File: config.mk
export PLATFORM = sky130hd
export DESIGN_NAME = eight_zone_line_rasterizer
export DESIGN_NICKNAME = d
export VERILOG_FILES = /design/src/elzr_pkg.sv /design/src/eight_zone_line_rasterizer.sv /design/src/elzr_front.sv /design/src/elzr_queue.sv /design/src/elzr_walker.sv
export VERILOG_INCLUDE_DIRS = /design/src /design/src/src
export SDC_FILE = /design/constraint.sdc
export NUM_CORES = 1
export LEC_CHECK = 0
export CAP_MARGIN = 20
export CORE_MARGIN = 4
export CORE_UTILIZATION = 40
export CTS_CLUSTER_DIAMETER = 150
export CTS_CLUSTER_SIZE = 25
export DETAILED_ROUTE_END_ITERATION = 6
export DONT_BUFFER_PORTS = 1
export PLACE_DENSITY = 0.63
export SLEW_MARGIN = 25
export SYNTH_ARGS = -nofsm -noshare
export SYNTH_HDL_FRONTEND = slang
export SYNTH_SLANG_ARGS = --single-unit
File: constraint.sdc
create_clock -name clk -period 20 [get_ports clk]
set_input_delay 4 -clock clk [delete_from_list [all_inputs] [get_ports clk]]
set_output_delay 4 -clock clk [all_outputs]
set_load 0.02 [all_outputs]
File: src/assert_macros.svh
// ----------------------------------------------------------------------------
// assert_macros.svh
// Assertion macros used by the line rasterizer walker. Every macro samples on
// the rising edge of clk and is disabled while rst_n is low.
// ----------------------------------------------------------------------------
`ifndef ASSERT_MACROS_SVH
`define ASSERT_MACROS_SVH

// Consequent must hold in the same cycle as the antecedent.
`define ELZR_ASSERT_SAME(lbl, ante, cons) \
  lbl: assert property (@(posedge clk) disable iff (!rst_n) (ante) |-> (cons)) \
    else $error("rasterizer check failed");

// Consequent must hold in the cycle after the antecedent.
`define ELZR_ASSERT_NEXT(lbl, ante, cons) \
  lbl: assert property (@(posedge clk) disable iff (!rst_n) (ante) |=> (cons)) \
    else $error("rasterizer check failed");

`endif

File: src/elzr_pkg.sv
`timescale 1ns / 1ps
// ----------------------------------------------------------------------------
// elzr_pkg
// Widths, zone codes, queue entry type and zone reflection helpers.
// ----------------------------------------------------------------------------
package elzr_pkg;

  localparam int COORD_BITS  = 12;
  localparam int DELTA_BITS  = COORD_BITS + 1;
  localparam int EAST_BITS   = COORD_BITS + 2;
  localparam int DEC_BITS    = COORD_BITS + 3;
  localparam int QUEUE_DEPTH = 2;
  localparam int QPTR_BITS   = $clog2(QUEUE_DEPTH);
  localparam int QCNT_BITS   = $clog2(QUEUE_DEPTH + 1);

  localparam logic [2:0] ZONE_0 = 3'd0;
  localparam logic [2:0] ZONE_1 = 3'd1;
  localparam logic [2:0] ZONE_2 = 3'd2;
  localparam logic [2:0] ZONE_3 = 3'd3;
  localparam logic [2:0] ZONE_4 = 3'd4;
  localparam logic [2:0] ZONE_5 = 3'd5;
  localparam logic [2:0] ZONE_6 = 3'd6;
  localparam logic [2:0] ZONE_7 = 3'd7;

  localparam logic ACT_LOAD = 1'b0;
  localparam logic ACT_STEP = 1'b1;

  typedef logic [COORD_BITS-1:0] coord_t;

  typedef struct packed {
    coord_t a;
    coord_t b;
  } coord_pair_t;

  // One classified item waiting for the walker.
  typedef struct packed {
    logic       is_load;
    logic [2:0] zone;
    coord_t     start_x;
    coord_t     start_y;
    coord_t     start_u;
    coord_t     start_v;
    coord_t     stop_u;
    coord_t     du;
    coord_t     dv;
  } elzr_op_t;

  function automatic logic [2:0] zone_of(input logic neg_x, input logic neg_y,
                                         input logic x_major);
    logic [2:0] z;
    case ({neg_x, neg_y})
      2'b00:   z = x_major ? ZONE_0 : ZONE_1;
      2'b01:   z = x_major ? ZONE_7 : ZONE_6;
      2'b11:   z = x_major ? ZONE_4 : ZONE_5;
      default: z = x_major ? ZONE_3 : ZONE_2;
    endcase
    return z;
  endfunction

  // Map a point into zone 0 (a = u, b = v), all modulo 2^COORD_BITS.
  function automatic coord_pair_t to_zone0(input logic [2:0] z, input coord_t x,
                                           input coord_t y);
    coord_pair_t r;
    coord_t      nx;
    coord_t      ny;
    nx = '0 - x;
    ny = '0 - y;
    case (z)
      ZONE_0:  begin r.a = x;  r.b = y;  end
      ZONE_1:  begin r.a = y;  r.b = x;  end
      ZONE_2:  begin r.a = y;  r.b = nx; end
      ZONE_3:  begin r.a = nx; r.b = y;  end
      ZONE_4:  begin r.a = nx; r.b = ny; end
      ZONE_5:  begin r.a = ny; r.b = nx; end
      ZONE_6:  begin r.a = ny; r.b = x;  end
      default: begin r.a = x;  r.b = ny; end
    endcase
    return r;
  endfunction

  // Map a zone 0 point back (a = x, b = y); negations are supplied.
  function automatic coord_pair_t from_zone0(input logic [2:0] z, input coord_t u,
                                             input coord_t v, input coord_t nu,
                                             input coord_t nv);
    coord_pair_t r;
    case (z)
      ZONE_0:  begin r.a = u;  r.b = v;  end
      ZONE_1:  begin r.a = v;  r.b = u;  end
      ZONE_2:  begin r.a = nv; r.b = u;  end
      ZONE_3:  begin r.a = nu; r.b = v;  end
      ZONE_4:  begin r.a = nu; r.b = nv; end
      ZONE_5:  begin r.a = nv; r.b = nu; end
      ZONE_6:  begin r.a = v;  r.b = nu; end
      default: begin r.a = u;  r.b = nv; end
    endcase
    return r;
  endfunction

endpackage

File: src/eight_zone_line_rasterizer.sv
`timescale 1ns / 1ps
// ----------------------------------------------------------------------------
// eight_zone_line_rasterizer
// Midpoint line rasterizer over all eight zones, one pixel per beat.
// ----------------------------------------------------------------------------
// Usage:
//   Input channel (in_valid / in_ready): a beat with in_action = load carries
//   both endpoints and returns the start pixel; a beat with in_action = step
//   returns the next pixel of the active line. A step with no active line
//   returns nothing. The pixel equal to the end point carries out_last_pixel
//   and closes the line; a load always replaces any line in progress.
//   Output channel (out_valid / out_ready): one pixel per result beat.
//   Throughput: one item per cycle while the result register is empty or
//   out_ready is high, set by the combinational walk update (decision add,
//   position increment and reflection back to the zone).
//   Reset: no line is active, the queue is empty and out_valid is low.
//   Stall: with out_ready low the result register holds; the two-entry queue
//   absorbs up to two more items before in_ready drops. in_ready depends
//   only on the queue fill, never combinationally on out_ready.
// ----------------------------------------------------------------------------
module eight_zone_line_rasterizer
  import elzr_pkg::*;
(
  input  logic   clk,
  input  logic   rst_n,
  input  logic   in_valid,
  output logic   in_ready,
  input  logic   in_action,
  input  coord_t in_start_x,
  input  coord_t in_start_y,
  input  coord_t in_end_x,
  input  coord_t in_end_y,
  output logic   out_valid,
  input  logic   out_ready,
  output coord_t out_pixel_x,
  output coord_t out_pixel_y,
  output logic   out_last_pixel
);

  elzr_op_t front_op;
  elzr_op_t head_op;
  logic     q_full;
  logic     q_not_empty;
  logic     q_pop;
  logic     q_push;

  // Classify the beat in the same cycle it is accepted.
  elzr_front u_front (
    .action  (in_action),
    .start_x (in_start_x),
    .start_y (in_start_y),
    .end_x   (in_end_x),
    .end_y   (in_end_y),
    .op      (front_op)
  );

  assign in_ready = !q_full;
  assign q_push   = in_valid && !q_full;

  // Decouple the classifier from the walker so either side can stall.
  elzr_queue u_queue (
    .clk       (clk),
    .rst_n     (rst_n),
    .push      (q_push),
    .push_op   (front_op),
    .full      (q_full),
    .pop       (q_pop),
    .not_empty (q_not_empty),
    .head_op   (head_op)
  );

  // Advance the line and register the result beat.
  elzr_walker u_walker (
    .clk        (clk),
    .rst_n      (rst_n),
    .op_valid   (q_not_empty),
    .op         (head_op),
    .op_pop     (q_pop),
    .out_valid  (out_valid),
    .out_ready  (out_ready),
    .pixel_x    (out_pixel_x),
    .pixel_y    (out_pixel_y),
    .last_pixel (out_last_pixel)
  );

endmodule

File: src/elzr_front.sv
`timescale 1ns / 1ps
// ----------------------------------------------------------------------------
// elzr_front
// Classify an incoming item: zone, zone 0 endpoints and deltas of a load.
// ----------------------------------------------------------------------------
module elzr_front
  import elzr_pkg::*;
(
  input  logic      action,
  input  coord_t    start_x,
  input  coord_t    start_y,
  input  coord_t    end_x,
  input  coord_t    end_y,
  output elzr_op_t  op
);

  logic [DELTA_BITS-1:0] dx;
  logic [DELTA_BITS-1:0] dy;
  logic [DELTA_BITS-1:0] ndx;
  logic [DELTA_BITS-1:0] ndy;
  coord_t                adx;
  coord_t                ady;
  logic                  x_major;
  logic [2:0]            zone;
  coord_pair_t           s_uv;
  coord_pair_t           e_uv;

  // Both orders of the subtraction in parallel; pick the magnitude by sign.
  assign dx  = {end_x[COORD_BITS-1], end_x} - {start_x[COORD_BITS-1], start_x};
  assign dy  = {end_y[COORD_BITS-1], end_y} - {start_y[COORD_BITS-1], start_y};
  assign ndx = {start_x[COORD_BITS-1], start_x} - {end_x[COORD_BITS-1], end_x};
  assign ndy = {start_y[COORD_BITS-1], start_y} - {end_y[COORD_BITS-1], end_y};
  assign adx = dx[DELTA_BITS-1] ? ndx[COORD_BITS-1:0] : dx[COORD_BITS-1:0];
  assign ady = dy[DELTA_BITS-1] ? ndy[COORD_BITS-1:0] : dy[COORD_BITS-1:0];

  assign x_major = adx > ady;
  assign zone    = zone_of(dx[DELTA_BITS-1], dy[DELTA_BITS-1], x_major);
  assign s_uv    = to_zone0(zone, start_x, start_y);
  assign e_uv    = to_zone0(zone, end_x, end_y);

  always_comb begin
    op.is_load = (action == ACT_LOAD);
    op.zone    = zone;
    op.start_x = start_x;
    op.start_y = start_y;
    op.start_u = s_uv.a;
    op.start_v = s_uv.b;
    op.stop_u  = e_uv.a;
    op.du      = x_major ? adx : ady;
    op.dv      = x_major ? ady : adx;
  end

endmodule

File: src/elzr_queue.sv
`timescale 1ns / 1ps
// ----------------------------------------------------------------------------
// elzr_queue
// Two-entry queue of classified items between the front and the walker.
// ----------------------------------------------------------------------------
module elzr_queue
  import elzr_pkg::*;
(
  input  logic     clk,
  input  logic     rst_n,
  input  logic     push,
  input  elzr_op_t push_op,
  output logic     full,
  input  logic     pop,
  output logic     not_empty,
  output elzr_op_t head_op
);

  elzr_op_t             slot_r [QUEUE_DEPTH];
  logic [QPTR_BITS-1:0] wptr_r;
  logic [QPTR_BITS-1:0] wptr_nxt;
  logic [QPTR_BITS-1:0] rptr_r;
  logic [QPTR_BITS-1:0] rptr_nxt;
  logic [QCNT_BITS-1:0] count_r;
  logic [QCNT_BITS-1:0] count_nxt;

  assign full      = (count_r == QCNT_BITS'(QUEUE_DEPTH));
  assign not_empty = (count_r != '0);
  assign head_op   = slot_r[rptr_r];

  always_comb begin
    wptr_nxt  = push ? wptr_r + 1'b1 : wptr_r;
    rptr_nxt  = pop ? rptr_r + 1'b1 : rptr_r;
    count_nxt = count_r + QCNT_BITS'(push) - QCNT_BITS'(pop);
  end

  always_ff @(posedge clk) begin
    if (!rst_n) begin
      wptr_r  <= '0;
      rptr_r  <= '0;
      count_r <= '0;
    end else begin
      wptr_r  <= wptr_nxt;
      rptr_r  <= rptr_nxt;
      count_r <= count_nxt;
    end
  end

  always_ff @(posedge clk) begin
    if (push) begin
      slot_r[wptr_r] <= push_op;
    end
  end

endmodule

File: src/elzr_walker.sv
`timescale 1ns / 1ps
// ----------------------------------------------------------------------------
// elzr_walker
// Walk the active line one pixel per step and hold the result beat.
// ----------------------------------------------------------------------------
`include "assert_macros.svh"

module elzr_walker
  import elzr_pkg::*;
(
  input  logic     clk,
  input  logic     rst_n,
  input  logic     op_valid,
  input  elzr_op_t op,
  output logic     op_pop,
  output logic     out_valid,
  input  logic     out_ready,
  output coord_t   pixel_x,
  output coord_t   pixel_y,
  output logic     last_pixel
);

  localparam logic signed [DEC_BITS-1:0] DEC_LIMIT = DEC_BITS'(2 * ((1 << COORD_BITS) - 1));

  logic                       active_r;
  logic                       active_nxt;
  logic [2:0]                 zone_r;
  logic [2:0]                 zone_nxt;
  coord_t                     u_r;
  coord_t                     u_nxt;
  coord_t                     v_r;
  coord_t                     v_nxt;
  coord_t                     stop_r;
  coord_t                     stop_nxt;
  logic signed [DEC_BITS-1:0] dec_r;
  logic signed [DEC_BITS-1:0] dec_nxt;
  logic [EAST_BITS-1:0]       east_r;
  logic [EAST_BITS-1:0]       east_nxt;
  logic signed [DEC_BITS-1:0] diag_r;
  logic signed [DEC_BITS-1:0] diag_nxt;
  logic                       ovalid_r;
  logic                       ovalid_nxt;
  coord_t                     px_r;
  coord_t                     px_nxt;
  coord_t                     py_r;
  coord_t                     py_nxt;
  logic                       last_r;
  logic                       last_nxt;

  logic                       take;
  logic                       go_diag;
  coord_t                     su;
  coord_t                     sv;
  coord_t                     snu;
  coord_t                     snv;
  logic                       s_last;
  coord_pair_t                s_xy;
  logic signed [EAST_BITS-1:0] dv_minus_du;

  assign take    = op_valid && (!ovalid_r || out_ready);
  assign op_pop  = take;
  assign go_diag = !dec_r[DEC_BITS-1];

  // Next walk position; the negation of u+1 is just ~u.
  assign su     = u_r + 1'b1;
  assign snu    = ~u_r;
  assign sv     = go_diag ? v_r + 1'b1 : v_r;
  assign snv    = go_diag ? ~v_r : '0 - v_r;
  assign s_xy   = from_zone0(zone_r, su, sv, snu, snv);
  assign s_last = (su == stop_r);

  assign dv_minus_du = signed'({2'b00, op.dv}) - signed'({2'b00, op.du});

  always_comb begin
    active_nxt = active_r;
    zone_nxt   = zone_r;
    u_nxt      = u_r;
    v_nxt      = v_r;
    stop_nxt   = stop_r;
    dec_nxt    = dec_r;
    east_nxt   = east_r;
    diag_nxt   = diag_r;
    ovalid_nxt = ovalid_r && !out_ready;
    px_nxt     = px_r;
    py_nxt     = py_r;
    last_nxt   = last_r;
    if (take) begin
      if (op.is_load) begin
        // Restart on every load, dropping any line in progress.
        zone_nxt   = op.zone;
        u_nxt      = op.start_u;
        v_nxt      = op.start_v;
        stop_nxt   = op.stop_u;
        dec_nxt    = signed'({2'b00, op.dv, 1'b0}) - signed'({3'b000, op.du});
        east_nxt   = {1'b0, op.dv, 1'b0};
        diag_nxt   = {dv_minus_du, 1'b0};
        active_nxt = (op.du != '0);
        ovalid_nxt = 1'b1;
        px_nxt     = op.start_x;
        py_nxt     = op.start_y;
        last_nxt   = (op.du == '0);
      end else if (active_r) begin
        u_nxt      = su;
        v_nxt      = sv;
        dec_nxt    = go_diag ? dec_r + diag_r : dec_r + signed'({1'b0, east_r});
        active_nxt = !s_last;
        ovalid_nxt = 1'b1;
        px_nxt     = s_xy.a;
        py_nxt     = s_xy.b;
        last_nxt   = s_last;
      end
    end
  end

  always_ff @(posedge clk) begin
    if (!rst_n) begin
      active_r <= 1'b0;
      zone_r   <= ZONE_0;
      u_r      <= '0;
      v_r      <= '0;
      stop_r   <= '0;
      dec_r    <= '0;
      east_r   <= '0;
      diag_r   <= '0;
      ovalid_r <= 1'b0;
    end else begin
      active_r <= active_nxt;
      zone_r   <= zone_nxt;
      u_r      <= u_nxt;
      v_r      <= v_nxt;
      stop_r   <= stop_nxt;
      dec_r    <= dec_nxt;
      east_r   <= east_nxt;
      diag_r   <= diag_nxt;
      ovalid_r <= ovalid_nxt;
    end
  end

  always_ff @(posedge clk) begin
    px_r   <= px_nxt;
    py_r   <= py_nxt;
    last_r <= last_nxt;
  end

  assign out_valid  = ovalid_r;
  assign pixel_x    = px_r;
  assign pixel_y    = py_r;
  assign last_pixel = last_r;

  `ELZR_ASSERT_NEXT(a_load_beats, take && op.is_load, ovalid_r)
  `ELZR_ASSERT_NEXT(a_step_beats, take && !op.is_load && active_r, ovalid_r)
  `ELZR_ASSERT_NEXT(a_end_stops, take && !op.is_load && active_r && s_last, !active_r)
  `ELZR_ASSERT_SAME(a_dec_range, 1'b1, (dec_r <= DEC_LIMIT) && (dec_r >= -DEC_LIMIT))

endmodule

[Word-level counts from Yosys, hierarchy flattened]
Memories as Yosys holds them, arrays and structs flattened. A register that Yosys moved wholly into a read port is not among the register bits.
Cells that the tools add are included.
Word-level totals
  memories: 1
  output and inout bits: 27
  memory bits (writable): 176
  register bits after elaboration: 111
  logic and storage cells: 108
Memory list
  u_queue.slot_r: words 2, width 88, read ports 1, clocked after memory_dff 1, wr ports 1, RTL line elzr_queue.sv:19  | elzr_op_t slot_r [QUEUE_DEPTH];
Cells by class
  equality and inequality tests: 16
  bitwise operators: 3
  add/subtract/negate cells: 19
  magnitude comparators: 1
  multiplexer cells: 36
  reduce and logical (&&, ||, !) cells: 17
Operators with widths (count)
  $pmux 24 s7: 3
  $mux 12: 14
  $sub 1x12->12 const A: 5
  $mux 15: 3
  $sub 12x12->13: 3
  $add 12x1->12 const B: 2
  $not 12->12: 2
  $sub 12x12->12: 2
  $eq 3x3->1 const B: 6
  $add 15x14->15: 1
  $add 15x15->15: 1
  $mux 1: 15
  $sub 13x12->14: 1
  $eq 12x12->1: 1
  $eq 3x2->1 const B: 4
  $gt 12x12->1: 1
  $logic_not 12->1: 1
  $reduce_bool 12->1: 1
  $pmux 3 s3: 1
  $eq 3x1->1 const B: 2
  $logic_not 3->1: 2
  $eq 2x2->1 const B: 2
  $logic_not 1->1: 4
  $reduce_and 2->1: 2
  other kinds (9): 13

[Longest topological paths before layout]
Gate-level depths: netlist of run 1.
  depth in word-level cells: 7
  gate-level depth with buffers: 26
  gate-level depth less buffers: 23

[Cells and area by module]
A second synthesis of run 1 with hierarchy kept.
Second synthesis, totals
  cells, all modules: 2093
  area total of the unflattened synthesis: 19901.6 sq um
By module, submodules not included
  elzr_walker: instances 1, seq. area each 2352.3 sq um, cells an instance 1047, area an instance 8099.0 sq um
  elzr_queue: instances 1, seq. area each 5385.2 sq um, cells an instance 295, area an instance 6653.9 sq um
  elzr_front: instances 1, seq. area each 0.0 sq um, cells an instance 749, area an instance 5138.7 sq um
  eight_zone_line_rasterizer: instances 1, seq. area each 0.0 sq um, cells an instance 2, area an instance 10.0 sq um

[Worst setup path before layout of run 1]
Ideal clock, no wire load.
  path kind: input -> register
  from: input in_start_y[6]
  to: memory u_queue.slot_r[0][31] (netlist name), data pin
  path buffers: 4
  setup slack: 10690 ps
  cell stages on the path: 24
  data arrival time: 9028 ps
  setup time: 282 ps
  path through: clkbuf_1 > inv_1 > ha_1 > buf_2 > nand2_1 > o21ai_0 > nand4_1 > a21oi_2 > mux2_2 > a22o_1 > a211oi_2 > xor2_1 > ha_1 > nand3_1 > a21boi_1 > or2_4 > o41ai_4 > mux2i_1 > or2_1 > buf_2 > o21bai_2 > buf_4 > a211oi_1 > o221ai_1
RTL lines
  start, declared: RTL line eight_zone_line_rasterizer.sv:30  | input coord_t in_start_y,
  end, declared: RTL line elzr_queue.sv:19

==> metrics.md, run 1 <==
| Metric | Value |
|---|---|
| Crit Path Class | input pin to flop |
| Synth cell types | 91 |
| Core area | 47,600 µm² |
| Worst Setup End Kind | flop |
| I/O pins | 80 |
| Via density | 6.15 |
| Final setup fails | 0 |
| CTS tree | done |
| Main flop type after synthesis | edfxtp_1 |
| Status | completed |
| HPWL after DPL | 42.9 mm |
| Clock Sink Count | 286 |
| Period utilisation layout | 51.7% |
| Critical Path RT | 20.22 ns |
| Final Slew Violations | 0 |
| Final ANT Viol Nets | 0 |
| WL final | 57.8 mm |
| Maxcap violations | 0 |
| Register area share after synthesis | 40.2% |
| Die width | 227 µm |
| Mapped Avg Cell Area | 9.61 µm² |
| Syn_nets | 2,172 |
| Minimum clock period | 10.35 ns |
| Die extent in y | 227 µm |
| CTS max path bufs | 3 |
| Synthesis Warnings | 0 |
| Pre-antenna DRT Iters | 7 |
| Crit-path max FO | 22 |
| Drt initial violations | 1,877 |
| Max H-tree Level | 1 |
| Max frequency | 0.0966 GHz |
| GR Util All Layers | 21.5% |
| Final Hold Fails | 0 |
| Port Buf Inserts | 0 |
| Post-synth ARST share | 0% |
| Cells after synthesis | 2,005 |
| Share of cells above drive strength 1 | 6.27% |
| First-pass GRT wire length | 87.2 mm |
| TritonCTS Buffers | 15 |
| Vias in the first global route | 14,507 |
| Fin nets | 2,090 |
| Starting density of the core | 40.4% |
| Critical Path AT | 10.57 ns |
| Synthesis-stage register bit count | 286 |
| Commonest cells after routing, fill and taps aside | edfxtp_1 (201), nand2_1 (153), a21oi_1 (127) |
| Placement Rows | 80 |
| Worst vdd ir | 0.0768 mV |
| WHS | 0.463 ns |
| Cts hold-fix bufs | 0 |
| Die area | 51,700 µm² |
| Post-cts repair resize count | 0 |
| Setup tns final | 0 ns |
| Max transition margin | 34.6% |
| Slew @ Worst Pin | 0.969 ns |
| GP Congestion | 0.921 |
| Core Util, Final | 42.4% |
| Vias post-DR | 15,650 |
| Unrepaired setup endpoints after global routing | false |
| Pwr Density | 147 nW/µm² |
| Synth Cell Area | 19,300 µm² |
| Antenna violations before repair | 1 |
| Largest net degree at the start of global routing | 87 |
| Root Buffer | clkbuf_16 |
| # Post-CTS Setup Buffers | 0 |
| Worst min-delay path category | flop to flop |
| Crit path launch type | input pin |
| Post-synth EDFFs | 201 |
| Leakage | 7.60 nW |
| Final Skew | 0.0245 ns |
| ANT cells | 0 |
| Clk Latency, worst-skew pair | 0.52 ns |
| Avg WL per Cell | 22.7 µm |
| Area Overhead vs Synth | 4.87% |
| Total gr overflow | 0 |
| DR DRC count | 0 |
| Worst-path clk slew | 0.10 ns |
| Leading cell type in the layout, fill and taps excluded | edfxtp_1 |
metrics by stage:
stage / total power, W / cells / worst slack (ns) / instance area [µm²]
finish: 0.00297 / 2546 / 9.65 / 20200
global route: 0.00317 / 2546 / 9.25 / 20200
global placement: 0.00258 / 2520 / 9.27 / 19800
detailed placement: 0.00262 / 2520 / 9.30 / 19800
floorplan: 0.00219 / 2005 / 10.69 / 19300
CTS: 0.00296 / 2545 / 9.82 / 20200
registers in the layout, summed over array words and instances, names as in the netlist, 2 cells and up, named ones only:
register and flops:
u_walker.zone_r 3, u_walker.pixel_y 12, u_walker.east_r 12, u_walker.stop_r 12, u_walker.u_r 12, u_walker.dec_r 14, u_queue.count_r 2, u_walker.v_r 12
u_walker.pixel_x 12, u_walker.diag_r 13, u_queue.slot_r 176
worst paths after layout:
path | from | endpoint | slack (ns) | depth (start not counted)
hold / removal | u_walker.diag_r[4] | u_walker.diag_r[4] | 0.46 | 2
setup / recovery | in_end_x[0] | u_queue.slot_r[0][51] | 9.65 | 24
hold reg to reg | u_walker.diag_r[4] | u_walker.diag_r[4] | 0.46 | 2
setup reg to reg | flop | u_walker.active_r | 15.50 | 9
synth_stat cells, types with 52 or more instances:
cell | n | area share [%]
mux2i_1 | 90 | 4.7
ha_1 | 107 | 6.9
nor2_1 | 90 | 1.8
clkbuf_1 | 86 | 1.7
o21ai_0 | 124 | 3.2
edfxtp_1 | 201 | 31
nand3_1 | 52 | 1.4
nand2_1 | 154 | 3.0
dfxtp_1 | 85 | 8.8
a21oi_1 | 128 | 3.3
xnor2_1 | 64 | 2.9
inv_1 | 112 | 2.2
nor3_1 | 71 | 1.8
final cells by class:
type	count	area [µm²]
Clock buffer	24	409
Multi-Input combinational cell	1480	10700
Sequential cell	286	7740
Clock inverter	1	16.3
Tap cell	615	769
Timing Repair Buffer	25	188
Fill cell	4625	27400
Inverter	115	432
cells by family after synthesis:
group	count (synthesis)	synth area share (%)
DFF	286	40.2
xor gates and xnor gates	96	4.36
adders and majority gates	114	7.67
AOI/OAI and AO/OA	585	20.8
muxes	134	7.85
buffers and inverters	239	4.87
and+or+nand+nor	551	14.3
worst max-delay path, cell delays in order:
cell      delay, ns
inv_1          0.06
ha_1           0.17
inv_1          0.06
fa_1           0.39
a21o_1         0.21
a221oi_2       0.43
o211ai_2       0.19
o31ai_4        0.56
inv_2          0.28
mux2_4         0.37
a41o_1         0.20
o21ai_1        0.11
o311ai_1       0.22
ha_1           0.42
nand4_2        0.16
nor3_1         0.53
nand2_1        0.19
o41ai_4        0.12
mux2i_1        0.55
or2_1          0.53
o21bai_2       0.12
buf_4          0.26
a211oi_1       0.22
o221ai_1       0.20
power breakdown:
group          internal, W  total (W)  switching, W
clock network     0.000145   0.000340      0.000195
logic             0.000608    0.00163       0.00102
registers         0.000881   0.000998      0.000117
total              0.00163    0.00297       0.00133
metal layers:
| metal | routed length [µm] | track usage (%) | vias up |
|---|---|---|---|
| li1 | - | - | 7338 |
| met5 | 0 | 0 | - |
| met1 | 25900 | 31.2 | 7582 |
| met3 | 5210 | 4.17 | 74 |
| met2 | 25600 | 33.9 | 656 |
| met4 | 1100 | 4.43 | 0 |
Power figures use the tool's default switching activity.
==> run 2, diff against run 1 <==
PLACE_DENSITY = 0.65   (was 0.63)
clock period = 9.45 ns   (was 20 ns; I/O delays follow)
==> metrics.md, run 2 (synthesized netlist as in run 1, its figures left out) <==
| Metric | Value |
|---|---|
| Status | completed |
| Cts hold-fix bufs | 0 (unchanged) |
| Die width | 227 µm (unchanged) |
| Clock Sink Count | 286 (unchanged) |
| Clk Latency, worst-skew pair | 0.52 ns (about the same) |
| Via density | 6.19 (+0.77%) |
| Clk pwr share | 11.4% (about the same) |
| Crit path largest cell delay | 0.54 ns (-0.02 ns) |
| GR Util All Layers | 21.8% (+0.28 points) |
| Vias post-DR | 15,789 (+0.89%) |
| Net Sw Frac | 44.8% (-0.15 points) |
| Antenna violations before repair | 0 (-1) |
| Leakage | 7.62 nW (+0.21%) |
| Drt initial violations | 1,823 (-2.9%) |
| Share of cells above drive strength 1 | 6.41% (+0.15 points) |
| Post-route cell area | 20,200 µm² (+0.15%) |
| Crit-path max FO | 22 (unchanged) |
| Regs by FF count | u_queue.slot_r: 176 flops, u_walker.dec_r: 14 flops, u_walker.diag_r: 13 flops |
| Max transition margin | 40.6% (+6.0 points) |
| Leading cell type in the layout, fill and taps excluded | edfxtp_1 |
| Vias in the first global route | 14,786 (+1.9%) |
| Beginning of the worst hold path | u_walker.diag_r[5] |
| Crit Path Class | input pin to flop |
| Worst min-delay path category | flop to flop |
| Port Buf Inserts | 0 (unchanged) |
| Crit-path leading delay family | compound AO/OA/AOI/OAI gates |
| Period utilisation layout | 84.3% |
| Root Buffer | clkbuf_16 |
| Avg WL per Cell | 23.0 µm (+1.1%) |
| Core area | 47,600 µm² (unchanged) |
| Pwr Density | 310 nW/µm² (+110%) |
| Crit-path slowest cell | mux2i_1 |
| Int Pwr | 0.00347 W (+110%) |
| Max frequency | 0.125 GHz |
| Die extent in y | 227 µm (unchanged) |
| Placed Area | 19,800 µm² (about the same) |
| Maxcap violations | 0 (unchanged) |
| Max FFs per register | 176 (unchanged) |
| Final WS setup | 1.48 ns (-8.17 ns) |
| Final Slew Violations | 0 (unchanged) |
| Area Overhead vs Synth | 5.03% |
| Biggest register | u_queue.slot_r |
| Pre-CTS WS | 0.924 ns (-8.38 ns) |
| CTS tree | done |
| Commonest cells after routing, fill and taps aside | edfxtp_1 (201), nand2_1 (153), a21oi_1 (127) |
| Sequential share of power | 34.0% (+0.3 points) |
| Final Skew | 0.0360 ns (+0.0114 ns) |
| Crit path from | in_end_x[0] |
| GP Congestion | 0.921 (unchanged) |
| Unrepaired setup endpoints after global routing | false |
| Critical Path AT | 8.19 ns (-2.38 ns) |
| I/O pins | 80 (unchanged) |
| Largest net degree at the start of global routing | 87 (unchanged) |
| Worst-path clk slew | 0.10 ns (about the same) |
| Starting density of the core | 40.4% (unchanged) |
| WHS | 0.466 ns (+0.00226 ns) |
| Max H-tree Level | 1 (unchanged) |
| Die area | 51,700 µm² (unchanged) |
| Slew @ Worst Pin | 0.883 ns (-0.0857 ns) |
| CP bufs+invs | 4 (unchanged) |
| CTS max path bufs | 3 (unchanged) |
| # Post-CTS Setup Buffers | 0 (unchanged) |
| Crit path launch type | input pin |
| Fin nets | 2,092 (+0.096%) |
| TritonCTS Buffers | 15 (unchanged) |
| DR DRC count | 0 (unchanged) |
| ANT cells | 0 (unchanged) |
| First-pass GRT wire length | 88.8 mm (+1.8%) |
| Core Util, Final | 42.5% (+0.066 points) |
| Post-cts repair resize count | 0 (unchanged) |
| Minimum clock period | 7.97 ns |
| WL final | 58.5 mm (+1.2%) |
| Placement Rows | 80 (unchanged) |
| P_sw | 0.00281 W (+110%) |
| Final ANT Viol Nets | 0 (unchanged) |
| Cells along the critical path | inv_1 -> ha_1 -> inv_1 -> fa_1 -> a21o_1 -> a221oi_2 -> o211ai_2 -> o31ai_4 -> buf_4 -> inv_2 -> mux2_4 -> a41o_1 -> o21ai_1 -> o311ai_1 -> ha_1 -> nand4_2 -> nor3_1 -> nand2_1 -> o41ai_4 -> mux2i_1 -> or2_1 -> o21bai_4 -> a211oi_1 -> o221ai_1 |
| Worst Setup End Kind | flop |
| Pre-antenna DRT Iters | 7 (unchanged) |
| HPWL after DPL | 44.1 mm (+2.7%) |
| Worst vdd ir | 0.135 mV (+75%) |
| Critical Path RT | 9.67 ns (-10.55 ns) |
| Final Hold Fails | 0 (unchanged) |
| Final setup fails | 0 (unchanged) |
| Total gr overflow | 0 (unchanged) |
| Setup tns final | 0 ns (unchanged) |
| Logic pwr share | 54.6% (-0.3 points) |
-- run 2: cell types whose count changed in the layout (fill, tap and decap cells not counted) --
cell	change
buf_4	+3
clkbuf_4	-1
inv_6	+1
o21bai_2	-1
o21bai_4	+1
-- run 2: worst min-delay path, delay by kind of cell (launching register included) --
family | cells | cell delay (ns)
flip-flops | 1 | 0.32
AO/OA/AOI/OAI | 1 | 0.06
AND/OR/NAND/NOR | 1 | 0.05
-- run 2: path summary, 6_finish.rpt --
kind | endpoint | slack, ns | cells past startpoint
setup / recovery | u_queue.slot_r[1][34] | 1.48 | 24
hold / removal | u_walker.diag_r[5] | 0.47 | 2
setup reg to reg | u_walker.diag_r[13] | 5.23 | 13
hold reg to reg | u_walker.diag_r[5] | 0.47 | 2
-- run 2: per-layer routing --
metal | routed length, µm | share of wire (%) | up-vias | GRT usage, %
met1 | 26500 | 45 | 7739 | 31.5
li1 | - | - | 7337 | -
met4 | 1250 | 2.1 | 0 | 4.84
met5 | 0 | 0 | - | 0
met3 | 4380 | 7.5 | 84 | 3.13
met2 | 26400 | 45 | 629 | 35.0
-- run 2: final cells by class --
cell class / instances / area (µm²)
sequential: 286 / 7740
timing repair buffer: 27 / 203
inverter: 115 / 432
clock buffer: 24 / 409
fill: 4621 / 27400
clock inverter: 2 / 25.0
multi-input combinational: 1480 / 10700
tap: 615 / 769
-- run 2: power groups by stage --
stage	registers (W)	clock network, W	logic, W
after CTS	0.00214	0.000736	0.00339
after global routing	0.00217	0.000789	0.00375
after floorplan	0.00207	0	0.00257
after detailed placement	0.00216	0	0.00337
final	0.00213	0.000715	0.00343
after global placement	0.00215	0	0.00330
-- run 2: stage by stage --
step	total power (W)	instances
finish	0.00627	2549
global route	0.00671	2549
CTS	0.00626	2549
detailed placement	0.00553	2523
global placement	0.00545	2523
floorplan	0.00464	2005
